File: config.mk
export PLATFORM = sky130hd
export DESIGN_NAME = signed_int_to_decimal_ascii
export DESIGN_NICKNAME = d
export VERILOG_FILES = /design/src/rtl/sida_pkg.sv /design/src/rtl/sida_ctrl.sv /design/src/rtl/sida_dp.sv /design/src/rtl/signed_int_to_decimal_ascii.sv
export SDC_FILE = /design/constraint.sdc
export NUM_CORES = 1
export LEC_CHECK = 0
export ABC_AREA = 1
export ABC_CLOCK_PERIOD_IN_PS = 4300
export BUFFER_PORTS_ARGS = -buffer_cell sky130_fd_sc_hd__buf_2
export CORE_MARGIN = 2
export CORE_UTILIZATION = 25
export DETAILED_ROUTE_END_ITERATION = 7
export PLACE_DENSITY = 0.48
export RECOVER_POWER = 50
export SLEW_MARGIN = 20
export SYNTH_ARGS = -nofsm -noshare
export SYNTH_HDL_FRONTEND = slang
export SYNTH_SLANG_ARGS = --single-unit
File: constraint.sdc
create_clock -name clk -period 4.3 [get_ports clk]
set_input_delay 0.43 -clock clk [delete_from_list [all_inputs] [get_ports clk]]
set_output_delay 0.43 -clock clk [all_outputs]
set_load 0.05 [all_outputs]
File: src/rtl/sida_pkg.sv
package sida_pkg;

    localparam logic [7:0] CHAR_ZERO  = 8'd48;
    localparam logic [7:0] CHAR_MINUS = 8'd45;
    localparam logic [7:0] CHAR_NINE  = 8'd57;

    typedef enum logic [1:0] {
        ST_IDLE,
        ST_CONV,
        ST_SIGN,
        ST_DIGITS
    } sida_state_t;

    typedef struct packed {
        logic load;
        logic dabble;
        logic shift_digit;
        logic emit_sign;
        logic emit_digit;
        logic last;
    } sida_cmd_t;

    typedef struct packed {
        logic negative;
        logic top_zero;
        logic slot_free;
    } sida_status_t;

endpackage

File: src/rtl/sida_ctrl.sv
module sida_ctrl
    import sida_pkg::*;
#(
    parameter int VALUE_BITS = 32,
    parameter int NUM_DIGITS = 10
) (
    input  logic         clk,
    input  logic         rst_n,
    input  logic         in_valid,
    output logic         in_ready,
    input  sida_status_t status,
    output sida_cmd_t    cmd
);

    localparam int BIT_CW = $clog2(VALUE_BITS);
    localparam int DIG_CW = $clog2(NUM_DIGITS);
    localparam logic [BIT_CW-1:0] BIT_LAST = BIT_CW'(VALUE_BITS - 1);
    localparam logic [DIG_CW-1:0] DIG_LAST = DIG_CW'(NUM_DIGITS - 1);

    sida_state_t        state_reg, state_next;
    logic [BIT_CW-1:0]  bit_cnt_reg, bit_cnt_next;
    logic [DIG_CW-1:0]  dig_cnt_reg, dig_cnt_next;
    logic               started_reg, started_next;

    always_ff @(posedge clk or negedge rst_n)
    begin
        if (!rst_n)
        begin
            state_reg   <= ST_IDLE;
            bit_cnt_reg <= '0;
            dig_cnt_reg <= '0;
            started_reg <= 1'b0;
        end
        else
        begin
            state_reg   <= state_next;
            bit_cnt_reg <= bit_cnt_next;
            dig_cnt_reg <= dig_cnt_next;
            started_reg <= started_next;
        end
    end

    always_comb
    begin
        state_next   = state_reg;
        bit_cnt_next = bit_cnt_reg;
        dig_cnt_next = dig_cnt_reg;
        started_next = started_reg;
        cmd          = '0;
        in_ready     = 1'b0;
        unique case (state_reg)
            ST_IDLE:
            begin
                in_ready = 1'b1;
                if (in_valid)
                begin
                    cmd.load     = 1'b1;
                    bit_cnt_next = '0;
                    started_next = 1'b0;
                    state_next   = ST_CONV;
                end
            end
            ST_CONV:
            begin
                cmd.dabble   = 1'b1;
                bit_cnt_next = bit_cnt_reg + 1'b1;
                if (bit_cnt_reg == BIT_LAST)
                begin
                    dig_cnt_next = DIG_LAST;
                    state_next   = status.negative ? ST_SIGN : ST_DIGITS;
                end
            end
            ST_SIGN:
            begin
                if (status.slot_free)
                begin
                    cmd.emit_sign = 1'b1;
                    state_next    = ST_DIGITS;
                end
            end
            ST_DIGITS:
            begin
                // leading zero suppression
                if (status.top_zero && !started_reg && dig_cnt_reg != '0)
                begin
                    cmd.shift_digit = 1'b1;
                    dig_cnt_next    = dig_cnt_reg - 1'b1;
                end
                else if (status.slot_free)
                begin
                    cmd.emit_digit  = 1'b1;
                    cmd.shift_digit = 1'b1;
                    cmd.last        = (dig_cnt_reg == '0);
                    started_next    = 1'b1;
                    dig_cnt_next    = dig_cnt_reg - 1'b1;
                    if (dig_cnt_reg == '0)
                    begin
                        state_next = ST_IDLE;
                    end
                end
            end
            default:
            begin
                state_next = ST_IDLE;
            end
        endcase
    end

endmodule

File: src/rtl/sida_dp.sv
module sida_dp
    import sida_pkg::*;
#(
    parameter int VALUE_BITS = 32,
    parameter int NUM_DIGITS = 10
) (
    input  logic                  clk,
    input  logic                  rst_n,
    input  logic [VALUE_BITS-1:0] value,
    input  sida_cmd_t             cmd,
    output sida_status_t          status,
    output logic                  out_valid,
    input  logic                  out_ready,
    output logic [7:0]            char_code,
    output logic                  is_last
);

    localparam int BCD_W = 4 * NUM_DIGITS;

    logic [VALUE_BITS-1:0] mag_reg, mag_next;
    logic [BCD_W-1:0]      bcd_reg, bcd_next;
    logic [BCD_W-1:0]      bcd_adj;
    logic                  neg_reg, neg_next;
    logic [7:0]            char_reg, char_next;
    logic                  last_reg, last_next;
    logic                  out_valid_reg, out_valid_next;
    logic [3:0]            top_digit;

    assign top_digit = bcd_reg[BCD_W-1 -: 4];

    // add-3 correction on every digit ahead of the shift
    always_comb
    begin
        for (int i = 0; i < NUM_DIGITS; i++)
        begin
            if (bcd_reg[4*i +: 4] >= 4'd5)
            begin
                bcd_adj[4*i +: 4] = bcd_reg[4*i +: 4] + 4'd3;
            end
            else
            begin
                bcd_adj[4*i +: 4] = bcd_reg[4*i +: 4];
            end
        end
    end

    always_comb
    begin
        mag_next       = mag_reg;
        bcd_next       = bcd_reg;
        neg_next       = neg_reg;
        char_next      = char_reg;
        last_next      = last_reg;
        out_valid_next = out_valid_reg;
        if (out_ready)
        begin
            out_valid_next = 1'b0;
        end
        if (cmd.load)
        begin
            neg_next = value[VALUE_BITS-1];
            mag_next = value[VALUE_BITS-1] ? (~value + 1'b1) : value;
            bcd_next = '0;
        end
        if (cmd.dabble)
        begin
            bcd_next = {bcd_adj[BCD_W-2:0], mag_reg[VALUE_BITS-1]};
            mag_next = {mag_reg[VALUE_BITS-2:0], 1'b0};
        end
        if (cmd.shift_digit)
        begin
            bcd_next = {bcd_reg[BCD_W-5:0], 4'd0};
        end
        if (cmd.emit_sign)
        begin
            char_next      = CHAR_MINUS;
            last_next      = 1'b0;
            out_valid_next = 1'b1;
        end
        if (cmd.emit_digit)
        begin
            char_next      = CHAR_ZERO + {4'd0, top_digit};
            last_next      = cmd.last;
            out_valid_next = 1'b1;
        end
    end

    always_ff @(posedge clk or negedge rst_n)
    begin
        if (!rst_n)
        begin
            out_valid_reg <= 1'b0;
        end
        else
        begin
            out_valid_reg <= out_valid_next;
        end
    end

    always_ff @(posedge clk)
    begin
        mag_reg  <= mag_next;
        bcd_reg  <= bcd_next;
        neg_reg  <= neg_next;
        char_reg <= char_next;
        last_reg <= last_next;
    end

    assign status.negative  = neg_reg;
    assign status.top_zero  = (top_digit == 4'd0);
    assign status.slot_free = !out_valid_reg || out_ready;

    assign out_valid = out_valid_reg;
    assign char_code = char_reg;
    assign is_last   = last_reg;

endmodule

File: src/rtl/signed_int_to_decimal_ascii.sv
// channel   signals                        direction   content
// in        in_valid, in_ready, value      sink        one signed integer per item
// out       out_valid, out_ready,          source      one ascii character per item,
//           char_code, is_last                         is_last on the final one
//
// an item is accepted, then each of its VALUE_BITS bits is shifted into the bcd register with add-3 correction,
// then each suppressed leading zero is shifted out and each character is emitted
// one number is converted at a time; in_ready is high only while idle
// the output register stalls character emission while out_ready is low
// rst_n clears the controller and the output valid flag, nothing else
module signed_int_to_decimal_ascii
    import sida_pkg::*;
#(
    parameter int VALUE_BITS = 32
) (
    input  logic                  clk,
    input  logic                  rst_n,
    input  logic                  in_valid,
    output logic                  in_ready,
    input  logic [VALUE_BITS-1:0] value,
    output logic                  out_valid,
    input  logic                  out_ready,
    output logic [7:0]            char_code,
    output logic                  is_last
);

    localparam int NUM_DIGITS = ((VALUE_BITS * 30103) / 100000) + 1;

    sida_cmd_t    cmd;
    sida_status_t status;

    sida_ctrl #(
        .VALUE_BITS (VALUE_BITS),
        .NUM_DIGITS (NUM_DIGITS)
    ) u_ctrl (
        .clk      (clk),
        .rst_n    (rst_n),
        .in_valid (in_valid),
        .in_ready (in_ready),
        .status   (status),
        .cmd      (cmd)
    );

    sida_dp #(
        .VALUE_BITS (VALUE_BITS),
        .NUM_DIGITS (NUM_DIGITS)
    ) u_dp (
        .clk       (clk),
        .rst_n     (rst_n),
        .value     (value),
        .cmd       (cmd),
        .status    (status),
        .out_valid (out_valid),
        .out_ready (out_ready),
        .char_code (char_code),
        .is_last   (is_last)
    );

`ifndef SYNTHESIS
    a_busy_after_accept: assert property (@(posedge clk) disable iff (!rst_n)
        (in_valid && in_ready) |=> !in_ready)
        else $error("input accepted while a conversion is running");

    a_sign_not_last: assert property (@(posedge clk) disable iff (!rst_n)
        (out_valid && char_code == CHAR_MINUS) |-> !is_last)
        else $error("minus sign flagged as last character");

    a_char_legal: assert property (@(posedge clk) disable iff (!rst_n)
        out_valid |-> (char_code == CHAR_MINUS
                       || (char_code >= CHAR_ZERO && char_code <= CHAR_NINE)))
        else $error("character outside minus and digits");
`endif

endmodule
==> flow_summary.json <==
{
  "status": "complete, no violations",
  "yosys_warnings": 0,
  "worstRegToRegCells": 9,
  "clkTransAtPathRegs_ns": 0.07,
  "vdd_drop_max_uv": 255,
  "antenna_cells": 0,
  "core_um2": 23600,
  "syn_inst": 719,
  "gp_congestion": 0.843,
  "hp-class": "input port to flip-flop",
  "synth-adder-area-share_pct": 6.19,
  "dpl.hpwl_mm": 9.91,
  "antenna_found_initial": 0,
  "synth_edf_count": 74,
  "p_sw_share_pct": 42.8,
  "drive_gt1_share_pct": 13.2,
  "synth_top_area_share_pct": 36.6,
  "power_density_nw_per_um2": 711,
  "clk_latency_ns": 0.35,
  "fin_crit_sh_pct": 68.0,
  "cts.path.max_buffers": 2,
  "track_usage_pct": 11.0,
  "cpMaxStageDelayCell": "buf_4",
  "power.net_switching_uw": 2090,
  "grt-ovfl-total": 0,
  "dr.first_iter.drc_count": 276,
  "first_pass_iters": 5,
  "drc": 0,
  "crit_cells": 9,
  "tightest_slew_ns": 1.16,
  "pwr-share-seq_pct": 36.7,
  "io_pins": 47,
  "initial_core_util_pct": 25.7,
  "vias": 4745,
  "post_cts_resized": 0,
  "cts_made_buffers": 9,
  "pwr-share-clk_pct": 18.2,
  "synthMuxAreaShare_pct": 0,
  "viasPerCell": 4.37,
  "required_ns": 4.30,
  "maxCapViolCount": 0,
  "critPathMaxFanout": 38,
  "async_flop_share_pct": 14.1,
  "netlist_area_um2": 6060,
  "crit_buf_inv": 6,
  "period_minus_slack_ns": 2.92,
  "die_x_um": 160,
  "start_kind": "flip-flop",
  "cpPeakStageDelay_ns": 0.46,
  "critPathKind": "flip-flop to flip-flop",
  "end_kind": "flip-flop",
  "die_area_um2": 25500,
  "finalHoldViolations": 0,
  "cts.sinks": 92,
  "final_cells": 1085,
  "tns_ns": 0,
  "fin_skew_ns": 0.00933,
  "grt_pass1_wl_mm": 23.0,
  "p_leak_uw": 0.00286,
  "synth_ff_type": "edfxtp_1",
  "dp_cells": 1068,
  "synth_xor_area_share_pct": 2.60,
  "grt_pass1_vias": 4504,
  "ys_ff_latch": 92,
  "cts_tree": "yes",
  "htree_num_levels": 3,
  "crit_start": "u_ctrl.state_reg[1]",
  "synthDistinctLibCells": 42,
  "syn_to_final_growth_pct": 13.5,
  "die_y_um": 160,
  "post_drt_wl_per_cell_um": 12.5,
  "synth_area_leaders": "edfxtp_1 37%, nand2_1 10%, ha_1 6.2%, inv_1 5.4%, o21ai_0 5.4%",
  "rsz0062_at_grt": "false",
  "largest_reg_flops": 40,
  "drtAntennaViolNets": 0,
  "path_cells": "inv_1, ha_1, buf_4, nor2_1, inv_1, buf_4, nor2_1, inv_1, buf_4",
  "worstHoldStart": "in_valid",
  "drt_wl_total_mm": 13.6,
  "yosys.area_share.simple_pct": 23.2,
  "seq_area_frac_synth_pct": 43.7,
  "root_buffer": "clkbuf_16",
  "p_int_uw": 2800,
  "synth.most_common_cell": "nand2_1",
  "fin_nets": 827,
  "ff2ff_setup_slack_ns": 1.38,
  "synth-compound-area-share_pct": 15.9,
  "grt_max_degree": 39,
  "endpoint": "u_dp.bcd_reg[21]",
  "synth.top_cells.by_count": "165 x nand2_1, 88 x inv_1, 74 x edfxtp_1",
  "clock.fmax_mhz": 342,
  "synth_top_area_cell": "edfxtp_1",
  "cp.arrival_ns": 2.92,
  "setup_viol": 0,
  "combPwrFrac_pct": 45.2,
  "slew_violations": 0,
  "timing.rr.start": "u_ctrl.state_reg[1]",
  "path_delay_family": "buffers and inverters",
  "synth_top_family_by_area": "simple AND/OR/NAND/NOR gates",
  "row_count": 56,
  "syn_area_per_cell_um2": 8.43,
  "reg2reg_to": "u_dp.bcd_reg[21]",
  "port_buffers": 43,
  "total_power_uw": 4890,
  "slew_headroom_pct": 23.0
}
==> placed cells by master, fill, tap and decap left out, types with 18 or more instances in the layout <==
cell      synthesis  routed
nor2_1           58      62
edfxtp_1         74      74
xor2_1           18      18
o21ai_0          66      67
a21oi_1          28      28
nand3_1          59      59
nand2_1         165     165
ha_1             30      30
inv_1            88      91
buf_2             5      33
==> logic make-up (layout without fill, tap and decap cells) <==
kind of cell,after synthesis,in the layout
xor+xnor,18,18
other cells,2,3
flops,92,92
fa+ha+maj,30,30
compound gates,145,145
simple gates,320,320
buf+inv,112,158
==> repair_timing <==
item | in CTS | in global routing
hold buffers | 1 | 0
endpoints found under the hold margin | 13 | 0
setup buffers | 0 | 0
==> per-stage QoR <==
step           hold slack (ns)  area, um2  util (%)  setup slack, ns
2_1_floorplan            0.134       6070         -            0.943
6_report                 0.421       6880      29.1             1.38
3_5_place_dp             0.350       6560      27.8             1.31
4_1_cts                  0.399       6910      29.3             1.28
3_3_place_gp             0.349       6560      27.8             1.32
5_1_grt                  0.446       6880      29.1             1.09
==> area by class of cell <==
cell class | count | area (um2)
fill | 2551 | 16700
multi-input combinational | 516 | 2900
sequential | 92 | 2650
tap | 319 | 399
inverter | 94 | 358
clock buffer | 13 | 293
timing repair buffer | 48 | 239
clock inverter | 3 | 45.0
==> layer usage <==
layer  vias to the layer above  share of wire [%]  global-route usage (%)
met5                         -                  0                       0
li1                       2500                  -                       -
met1                      2140                 53                    16.2
met2                        93                 41                    16.2
met3                        12                4.4                    2.42
met4                         0                1.3                    2.98
==> worst min path at each step <==
| stage | to | slack (ns) | cells after the start |
|---|---|---|---|
| floorplan | u_ctrl.bit_cnt_reg[0] | 0.13 | 0 |
| global route | u_ctrl.started_reg | 0.45 | 3 |
| CTS | u_ctrl.started_reg | 0.40 | 3 |
| global placement | u_ctrl.dig_cnt_reg[3] | 0.35 | 1 |
| detailed placement | u_ctrl.dig_cnt_reg[3] | 0.35 | 1 |
| finish | u_ctrl.started_reg | 0.42 | 3 |
==> worst reg2reg max path: stages, from the launching register on <==
cell and delay (ns):
dfrtp_1 0.41, inv_1 0.11, ha_1 0.15, buf_4 0.38, nor2_1 0.10, inv_1 0.06
buf_4 0.37, nor2_1 0.11, inv_1 0.41, buf_4 0.47
==> power groups by stage <==
| stage | registers [uW] | clock network (uW) | logic, uW |
|---|---|---|---|
| 2_1_floorplan | 1850 | 0 | 1740 |
| 3_3_place_gp | 1810 | 0 | 2260 |
| 3_5_place_dp | 1800 | 0 | 2260 |
| 4_1_cts | 1790 | 921 | 2260 |
| 5_1_grt | 1850 | 953 | 2520 |
| 6_report | 1790 | 888 | 2210 |
Power figures use the tool's default switching activity.
